### src/rtl/mme_pkg.sv
// Shared types, constants and helpers for the matrix multiply engine.
package mme_pkg;

    localparam int MAX_DIM     = 8;
    localparam int ELEM_W      = 16;
    localparam int DIM_W       = 4;
    localparam int IDX_W       = 3;
    localparam int ADDR_W      = 6;
    localparam int DEPTH       = 64;
    localparam int PROD_W      = 2 * ELEM_W;
    localparam int ACC_W       = PROD_W + 3;
    localparam int RES_W       = 32;
    localparam int MODE_W      = 2;
    localparam int CFG_IDX_W   = 2;
    localparam int IN_DATA_W   = 24;
    localparam int OUT_DATA_W  = 40;

    typedef enum logic [MODE_W-1:0] {
        MODE_LOAD_A  = 2'd0,
        MODE_LOAD_B  = 2'd1,
        MODE_COMPUTE = 2'd2
    } mode_t;

    typedef enum logic [CFG_IDX_W-1:0] {
        REG_ROW_COUNT   = 2'd0,
        REG_INNER_COUNT = 2'd1,
        REG_COL_COUNT   = 2'd2
    } cfg_reg_t;

    typedef enum logic [1:0] {
        ST_IDLE,
        ST_MAC,
        ST_DRAIN,
        ST_EMIT
    } state_t;

    // Clamp a dimension register to 1..MAX_DIM
    function automatic logic [DIM_W-1:0] dim_of(input logic [DIM_W-1:0] r);
        logic [DIM_W-1:0] d;
        if (r == '0)
            d = DIM_W'(1);
        else if (r > DIM_W'(MAX_DIM))
            d = DIM_W'(MAX_DIM);
        else
            d = r;
        return d;
    endfunction

    // Saturate the wide accumulator to a signed 32-bit result
    function automatic logic [RES_W-1:0] sat32(input logic signed [ACC_W-1:0] v);
        logic [RES_W-1:0] s;
        if (!v[ACC_W-1] && (|v[ACC_W-2:RES_W-1]))
            s = {1'b0, {(RES_W-1){1'b1}}};
        else if (v[ACC_W-1] && !(&v[ACC_W-2:RES_W-1]))
            s = {1'b1, {(RES_W-1){1'b0}}};
        else
            s = v[RES_W-1:0];
        return s;
    endfunction

endpackage

### src/rtl/matrix_multiply_engine_unit.sv
// Matrix multiply engine: two element stores, one shared MAC unit and its sequencer.
// Load transactions leave the block in idle; tready stays high in idle.
// A compute transaction occupies the block until all rows*cols results are emitted, output
// stalls included: per result element, inner MAC issues through the one multiplier, a drain
// of the read and multiply stages, then the emit state.
// Reset: dimension registers go to 1, control clears; stores are undefined until loaded.
module matrix_multiply_engine_unit (
    input  logic                              clk,
    input  logic                              rst_n,
    // config write port
    input  logic                              cfg_we,
    input  logic [mme_pkg::CFG_IDX_W-1:0]     cfg_index,
    input  logic [mme_pkg::DIM_W-1:0]         cfg_data,
    // input stream
    input  logic                              s_axis_tvalid,
    output logic                              s_axis_tready,
    input  logic [mme_pkg::IN_DATA_W-1:0]     s_axis_tdata,  // element_index[5:0], element_value[21:6], zero[23:22]
    input  logic [mme_pkg::MODE_W-1:0]        s_axis_tuser,  // mode[1:0]
    // output stream
    output logic                              m_axis_tvalid,
    input  logic                              m_axis_tready,
    output logic [mme_pkg::OUT_DATA_W-1:0]    m_axis_tdata,  // product_value[31:0], result_row[34:32], result_col[37:35], zero[39:38]
    output logic                              m_axis_tlast   // last_of_run
);
    import mme_pkg::*;

    logic [DIM_W-1:0]   row_count_reg, inner_count_reg, col_count_reg;
    state_t             state_reg, state_next;
    logic [DIM_W-1:0]   rows_reg, rows_next, inner_reg, inner_next, cols_reg, cols_next;
    logic [IDX_W-1:0]   i_reg, i_next, j_reg, j_next, k_reg, k_next;
    logic [ADDR_W-1:0]  row_base_reg, row_base_next, b_addr_reg, b_addr_next;
    logic [ADDR_W-1:0]  a_addr;
    logic               issue, acc_clr, out_load;
    logic               rd_vld_reg, mul_vld_reg;
    logic signed [ELEM_W-1:0] a_q_reg, b_q_reg;
    logic signed [PROD_W-1:0] prod_reg;
    logic signed [ACC_W-1:0]  acc_reg;
    logic               out_vld_reg;
    logic [RES_W-1:0]   out_val_reg;
    logic [IDX_W-1:0]   out_row_reg, out_col_reg;
    logic               out_last_reg;
    logic               in_xfer, wr_a, wr_b, last_elem;
    logic [ADDR_W-1:0]  in_idx;
    logic [ELEM_W-1:0]  in_val;

    logic [ELEM_W-1:0]  mem_a [DEPTH];
    logic [ELEM_W-1:0]  mem_b [DEPTH];

    assign in_xfer = s_axis_tvalid && s_axis_tready;
    assign in_idx  = s_axis_tdata[ADDR_W-1:0];
    assign in_val  = s_axis_tdata[ADDR_W+ELEM_W-1:ADDR_W];
    assign wr_a    = in_xfer && (s_axis_tuser == MODE_LOAD_A);
    assign wr_b    = in_xfer && (s_axis_tuser == MODE_LOAD_B);
    assign a_addr  = row_base_reg + {3'b000, k_reg};
    assign last_elem = ({1'b0, i_reg} == rows_reg - DIM_W'(1))
                    && ({1'b0, j_reg} == cols_reg - DIM_W'(1));

    // Hold dimension registers
    always_ff @(posedge clk or negedge rst_n)
    begin
        if (!rst_n)
        begin
            row_count_reg   <= DIM_W'(1);
            inner_count_reg <= DIM_W'(1);
            col_count_reg   <= DIM_W'(1);
        end
        else if (cfg_we)
        begin
            case (cfg_index)
                REG_ROW_COUNT:   row_count_reg   <= cfg_data;
                REG_INNER_COUNT: inner_count_reg <= cfg_data;
                REG_COL_COUNT:   col_count_reg   <= cfg_data;
                default: ;
            endcase
        end
    end

    // Write loaded elements, read operands for the MAC
    always_ff @(posedge clk)
    begin
        if (wr_a)
            mem_a[in_idx] <= in_val;
        if (wr_b)
            mem_b[in_idx] <= in_val;
        a_q_reg <= mem_a[a_addr];
        b_q_reg <= mem_b[b_addr_reg];
    end

    // Sequencer state and counters
    always_ff @(posedge clk or negedge rst_n)
    begin
        if (!rst_n)
        begin
            state_reg    <= ST_IDLE;
            rows_reg     <= DIM_W'(1);
            inner_reg    <= DIM_W'(1);
            cols_reg     <= DIM_W'(1);
            i_reg        <= '0;
            j_reg        <= '0;
            k_reg        <= '0;
            row_base_reg <= '0;
            b_addr_reg   <= '0;
        end
        else
        begin
            state_reg    <= state_next;
            rows_reg     <= rows_next;
            inner_reg    <= inner_next;
            cols_reg     <= cols_next;
            i_reg        <= i_next;
            j_reg        <= j_next;
            k_reg        <= k_next;
            row_base_reg <= row_base_next;
            b_addr_reg   <= b_addr_next;
        end
    end

    // Next state: issue inner reads per element, drain, then emit
    always_comb
    begin
        state_next    = state_reg;
        rows_next     = rows_reg;
        inner_next    = inner_reg;
        cols_next     = cols_reg;
        i_next        = i_reg;
        j_next        = j_reg;
        k_next        = k_reg;
        row_base_next = row_base_reg;
        b_addr_next   = b_addr_reg;
        issue         = 1'b0;
        acc_clr       = 1'b0;
        out_load      = 1'b0;
        case (state_reg)
            ST_IDLE:
            begin
                if (in_xfer && (s_axis_tuser == MODE_COMPUTE))
                begin
                    rows_next     = dim_of(row_count_reg);
                    inner_next    = dim_of(inner_count_reg);
                    cols_next     = dim_of(col_count_reg);
                    i_next        = '0;
                    j_next        = '0;
                    k_next        = '0;
                    row_base_next = '0;
                    b_addr_next   = '0;
                    acc_clr       = 1'b1;
                    state_next    = ST_MAC;
                end
            end
            ST_MAC:
            begin
                issue       = 1'b1;
                k_next      = k_reg + IDX_W'(1);
                b_addr_next = b_addr_reg + {2'b00, cols_reg};
                if ({1'b0, k_reg} == inner_reg - DIM_W'(1))
                    state_next = ST_DRAIN;
            end
            ST_DRAIN:
            begin
                if (!rd_vld_reg && !mul_vld_reg)
                    state_next = ST_EMIT;
            end
            ST_EMIT:
            begin
                if (!out_vld_reg || m_axis_tready)
                begin
                    out_load = 1'b1;
                    acc_clr  = 1'b1;
                    k_next   = '0;
                    if ({1'b0, j_reg} == cols_reg - DIM_W'(1))
                    begin
                        j_next      = '0;
                        b_addr_next = '0;
                        if (last_elem)
                            state_next = ST_IDLE;
                        else
                        begin
                            i_next        = i_reg + IDX_W'(1);
                            row_base_next = row_base_reg + {2'b00, inner_reg};
                            state_next    = ST_MAC;
                        end
                    end
                    else
                    begin
                        j_next      = j_reg + IDX_W'(1);
                        b_addr_next = {3'b000, j_reg} + ADDR_W'(1);
                        state_next  = ST_MAC;
                    end
                end
            end
            default:
                state_next = ST_IDLE;
        endcase
    end

    // Track operands through read and multiply stages
    always_ff @(posedge clk or negedge rst_n)
    begin
        if (!rst_n)
        begin
            rd_vld_reg  <= 1'b0;
            mul_vld_reg <= 1'b0;
        end
        else
        begin
            rd_vld_reg  <= issue;
            mul_vld_reg <= rd_vld_reg;
        end
    end

    // Multiply and accumulate
    always_ff @(posedge clk)
    begin
        prod_reg <= a_q_reg * b_q_reg;
        if (acc_clr)
            acc_reg <= '0;
        else if (mul_vld_reg)
            acc_reg <= acc_reg + ACC_W'(prod_reg);
    end

    // Output register: load a finished element, drop it once taken
    always_ff @(posedge clk or negedge rst_n)
    begin
        if (!rst_n)
            out_vld_reg <= 1'b0;
        else if (out_load)
            out_vld_reg <= 1'b1;
        else if (m_axis_tready)
            out_vld_reg <= 1'b0;
    end

    always_ff @(posedge clk)
    begin
        if (out_load)
        begin
            out_val_reg  <= sat32(acc_reg);
            out_row_reg  <= i_reg;
            out_col_reg  <= j_reg;
            out_last_reg <= last_elem;
        end
    end

    assign s_axis_tready = (state_reg == ST_IDLE);
    assign m_axis_tvalid = out_vld_reg;
    assign m_axis_tdata  = {2'b00, out_col_reg, out_row_reg, out_val_reg};
    assign m_axis_tlast  = out_last_reg;

endmodule

### config.mk
export PLATFORM = sky130hd
export DESIGN_NAME = matrix_multiply_engine_unit
export DESIGN_NICKNAME = d
export VERILOG_FILES = /design/src/rtl/mme_pkg.sv /design/src/rtl/matrix_multiply_engine_unit.sv
export SDC_FILE = /design/constraint.sdc
export NUM_CORES = 2
export LEC_CHECK = 0
export BUFFER_PORTS_ARGS = -buffer_cell sky130_fd_sc_hd__buf_2
export CAP_MARGIN = 20
export CORE_MARGIN = 1
export CORE_UTILIZATION = 60
export DETAILED_ROUTE_END_ITERATION = 12
export GPL_TIMING_DRIVEN = 0
export PLACE_DENSITY_LB_ADDON = 0.3
export SLEW_MARGIN = 20
export SYNTH_ARGS = -nofsm -noshare
export SYNTH_HDL_FRONTEND = slang
export SYNTH_SLANG_ARGS = --single-unit
### constraint.sdc
create_clock -name clk -period 18 [get_ports clk]
set_input_delay 1.8 -clock clk [delete_from_list [all_inputs] [get_ports clk]]
set_output_delay 1.8 -clock clk [all_outputs]
set_load 0.02 [all_outputs]
== Word level (Yosys, flattened, before mapping) ==
Memories as Yosys holds them, arrays and structs flattened. A register that Yosys moved wholly into a read port is not among the register bits.
Index checks and enable logic that the tools add are counted.

* Output and inout port bits: 43
* RAM bits: 2,048
* Word-level logic and storage cells: 130
* Register bits after elaboration: 156
* Memories kept: 2
* Input port bits: 37

{| class="wikitable"
|+ Memory list
! name !! words !! width !! rd ports !! clocked after memory_dff !! write ports !! line !! source
|-
| mem_a || 64 || 16 || 1 || 1 || 1 || matrix_multiply_engine_unit.sv:46 || <nowiki>logic [ELEM_W-1:0] mem_a [DEPTH];</nowiki>
|-
| mem_b || 64 || 16 || 1 || 1 || 1 || matrix_multiply_engine_unit.sv:47 || <nowiki>logic [ELEM_W-1:0] mem_b [DEPTH];</nowiki>
|}

* Equal/unequal tests: 16
* $mul: 1
* Reductions and logical operators: 33
* Muxes and demuxes: 43
* $lt $le $gt $ge: 3
* Add/sub/neg operators: 11

{| class="wikitable"
|+ Operators by type and width
! kind !! count
|-
| $add A35 B32 Y35 || 1
|-
| $mul A16 B16 Y32 || 1
|-
| $mux W32 || 1
|-
| $mux W6 || 5
|-
| $mux W4 || 7
|-
| $mux W3 || 7
|-
| $pmux W6 S3 || 1
|-
| $add A6 B4 Y6 || 2
|-
| $eq A3 B4 Y1 || 3
|-
| $gt A4 B4 Y1 const B || 3
|-
| $logic_not A4 Y1 || 3
|-
| $pmux W3 S2 || 2
|-
| $pmux W6 S2 || 1
|-
| $sub A4 B1 Y4 const B || 3
|-
| $mux W1 || 11
|-
| $mux W2 || 5
|-
| $ne A2 B2 Y1 const B || 5
|-
| $add A3 B1 Y3 const B || 3
|-
| $pmux W3 S3 || 1
|-
| $reduce_and A3 Y1 || 3
|-
| $eq A2 B2 Y1 const B || 4
|-
| $logic_and A1 B1 Y1 || 8
|-
| $pmux W2 S4 || 1
|-
| $reduce_and A2 Y1 || 4
|-
| 13 further kinds || 22
|}

== Logic depth before layout (Yosys ltp) ==
* Depth in word-level cells: 7
* Mapped depth: 26
* Depth with buffers taken out: 25

== Worst setup path after synthesis ==
OpenSTA, ideal clock, no wires.

* Path type: reg-to-reg
* Start: register a_q_reg[11] (read register of mem_a)
* End: register prod_reg[31]
* Required time: 17,928 ps
* Setup slack: 12,104 ps
* Clock period less this slack: 5,896 ps
* Data arrival time: 5,824 ps
* Buffers on the path: 1
* Stages on the path, launching flop included: 21
* Library setup time: 72 ps
* Cell sequence: dfxtp_1 > clkbuf_1 > nand2_1 > fa_1 > fa_1 > fa_1 > inv_1 > fa_1 > fa_1 > fa_1 > ha_1 > a21o_1 > a21o_1 > a21o_1 > a221o_1 > and2_1 > o31ai_4 > o211ai_1 > a31o_1 > a21oi_1 > xnor2_1

* Word-level cells in the longest chain between the ends: 1

{| class="wikitable"
|+ Ends and longest elaborated chain
! what !! line !! source
|-
| start, declared || matrix_multiply_engine_unit.sv:35 || <nowiki>logic signed [ELEM_W-1:0] a_q_reg, b_q_reg;</nowiki>
|-
| $mul A16 B16 Y32 || matrix_multiply_engine_unit.sv:214 || <nowiki>prod_reg <= a_q_reg * b_q_reg;</nowiki>
|-
| end signal, assigned || matrix_multiply_engine_unit.sv:214 ||
|-
| end, declared || matrix_multiply_engine_unit.sv:36 || <nowiki>logic signed [PROD_W-1:0] prod_reg;</nowiki>
|}

No other way between the ends.
A chain may end at the register's enable or synchronous reset.

== Worst setup path in the final report ==
* Start: register b_q_reg[3] (read register of mem_b)
* End: register prod_reg[30]

* Word-level cells in the longest chain between the ends: 1

{| class="wikitable"
|+ Ends and longest elaborated chain
! what !! line
|-
| start, declared || matrix_multiply_engine_unit.sv:35
|-
| $mul A16 B16 Y32 || matrix_multiply_engine_unit.sv:214
|}

No other way between the ends.

==> results.txt <==
CTS tree -> done
H-Tree Depth -> 4
Vias post-DR -> 49700
CP bufs+invs -> 4
Largest net degree at the start of global routing -> 101
Seq cells post-synth -> 2236
WS Path Type -> flip-flop to flip-flop
Adder-Cell Fraction of Synth Area -> 7.31%
Max-slew headroom -> 16.3%
Post-synthesis simple-gate area fraction -> 3.26%
Post-route clock skew -> 0.107 ns
Layout cells sized above 1 -> 26.2%
Commonest non-fill, non-tap cell in the layout -> edfxtp_1
Initial antenna violation count -> 25
CP most frequent cell -> fa_1
Total track usage -> 30.4%
Avg Synthesized Cell Area -> 19.7 µm²
Maximum fanout along the worst path -> 10
Die height -> 403 µm
Post-synthesis mux area share -> 16.2%
Worst Max-Slew Pin Slew -> 1.25 ns
Fin nets -> 5768
Sink Count -> 2236
Post-cts resize count -> 0
GP Congestion -> 0.932
Drt wl/cell -> 31.9 µm
Final Hold Viols -> 0
Clk buf depth -> 3
Setup bufs post-CTS -> 0
Netlist cell types -> 82
FILL cells -> 9653
Vias in the first global route -> 50300
Ys Warns -> 0
Clk_lat worst skew -> 0.89 ns
Multi-input combinational cell area -> 28700 µm²
Max cap viols -> 0
Status -> complete, no violations
Slowest stage delay, CP -> 0.57 ns
Die W -> 403 µm
Final setup TNS -> 0 ns
Most used DFF post-synth -> edfxtp_1
First-pass GRT wire length -> 349000 µm
Die area -> 162000 µm²
I/O Buffers -> 69
FF+latch area -> 65900 µm²
Core ar. -> 159000 µm²
Max Clock Freq -> 0.143 GHz
Period utilization -> 38.8%
Post-layout min period -> 6.99 ns
Highest-delay cell along the critical path -> clkbuf_1
Initial Util -> 60.6%
Slew Limit Fails -> 0
# IOs -> 80
Worst setup EP type -> flip-flop
Worst path arrival time -> 7.77 ns
GRT Residual Overflow -> 0
CTS root buffer -> clkbuf_16
Syn Inst Count -> 4902
Hold_buf cts -> 0
Largest family of logic cells by synthesized area -> multiplexers
Setup crit start kind -> flip-flop
Async SR Flop Fraction -> 2.24%
Final setup vio count -> 0
Synthesized cell area -> 96400 µm²
Most frequent cells in the layout -> edfxtp_1 (2087), mux4_2 (672), inv_1 (317)
CTS Buf Count -> 209
Routed vias/inst -> 6.56
Synth Area in Compound Gates -> 1.82%
Post-synth EDFFs -> 2087
Clock transition at path regs -> 0.06 ns
Seq/Total Area, Yosys -> 68.4%
WL final -> 241000 µm
1st-iter DRT viols -> 6871
Post-Synth XOR/XNOR Area -> 0.826%
Antenna-violating nets left -> 0
Total iterations of the first detailed-routing run -> 8
Unrepaired setup endpoints after global routing -> no
CP required -> 18.78 ns
DRC -> 0
Crit-path cells -> clkbuf_1 -> nand2_1 -> fa_1 -> fa_1 -> fa_1 -> inv_1 -> fa_1 -> fa_1 -> inv_1 -> fa_1 -> inv_1 -> ha_1 -> and3_1 -> and3_1 -> a211oi_1 -> o21ai_1 -> and4_1 -> o21ai_1 -> a21oi_1 -> a211o_1 -> a21oi_1 -> xnor2_1
Layout area overhead -> 12.9%
Post-DP HPWL -> 158000 µm
Crit-path leading delay family -> adder cells
Hold Path Class -> flip-flop to flip-flop
Site row count -> 146
[kinds of logic after synthesis]
logic type,Yosys count
fa+ha+maj,403
xor+xnor,90
other cells,1
flops,2236
mux,714
compound gates,264
buf+inv,537
simple gates,657
[per-stage QoR]
stage | instances | hold WS (ns) | util (%) | area, µm² | setup WS (ns)
after floorplan | 4903 | 0.349 | - | 96400 | 12.10
final | 7578 | 0.402 | 68.5 | 109000 | 11.01
after global routing | 7577 | 0.420 | 68.5 | 109000 | 10.77
after global placement | 7044 | 0.369 | 62.5 | 99300 | 11.08
after detailed placement | 7189 | 0.385 | 64.1 | 102000 | 11.03
after CTS | 7574 | 0.403 | 68.5 | 109000 | 11.06
[path summary, 6_finish.rpt]
path / slack, ns / to / startpoint / cells past startpoint
setup / recovery: 11.01 / prod_reg[30]$_DFF_P_ / b_q_reg[3]$_DFF_P_ / 22
setup reg to reg: 11.01 / prod_reg[30]$_DFF_P_ / b_q_reg[3]$_DFF_P_ / 22
max in group asynchronous: 16.53 / cols_reg[3]$_DFFE_PN0P_ / rst_n / 1
min in group asynchronous: 0.98 / mul_vld_reg$_DFF_PN0_ / rst_n / 1
hold reg to reg: 0.40 / mul_vld_reg$_DFF_PN0_ / rd_vld_reg$_DFF_PN0_ / 0
hold / removal: 0.40 / mul_vld_reg$_DFF_PN0_ / rd_vld_reg$_DFF_PN0_ / 0
[cell type report]
class / count / area share, %
diodes: 4 / 0.00920
plain buffers: 219 / 0.873
clock buffers: 266 / 5.10
clock inverters: 119 / 1.30
inverters: 318 / 1.10
multi-input cells: 2130 / 26.3
flip-flops and latches: 2236 / 60.6
well taps: 2072 / 2.38
repair buffers: 214 / 2.32
[synthesized netlist by cell type, types with 10 or more instances]
master    count  share of area [%]
o21ai_1      14              0.073
nand2_1     195               0.76
buf_1        19              0.074
inv_1       318                1.2
and2_1      120               0.78
o21a_1       37               0.29
a21oi_1      61               0.32
xor2_1       27               0.25
ha_1        137                1.8
edfxtp_1   2087                 65
dfrtp_1      44                1.1
mux4_2      672                 16
nand4_1      10              0.065
nand2b_1     31               0.20
xnor2_1      62               0.56
o31ai_1      11              0.086
a21o_1       34               0.26
mux2_2       18               0.21
nor2_1      210               0.82
fa_1        266                5.5
mux2i_1      24               0.25
o21bai_1     13               0.10
o21ai_0      40               0.21
nor3_1       13              0.068
buf_2        58               0.30
nand3_1      23               0.12
clkbuf_1    134               0.52
dfxtp_1      99                2.1
[layer usage]
metal | GRT usage, % | routed length, µm | vias to the layer above | part of all wire (%)
met1 | 42.4 | 88600 | 25900 | 37
met3 | 6.18 | 26000 | 570 | 11
met5 | 0 | 101 | - | 0.042
met2 | 47.2 | 114000 | 3138 | 47
met4 | 13.5 | 12300 | 16 | 5.1
li1 | - | - | 20100 | -
Power is left out: the tool's default activity adds up to more than one toggle a clock period on the data nets, which glitch-free logic cannot reach.
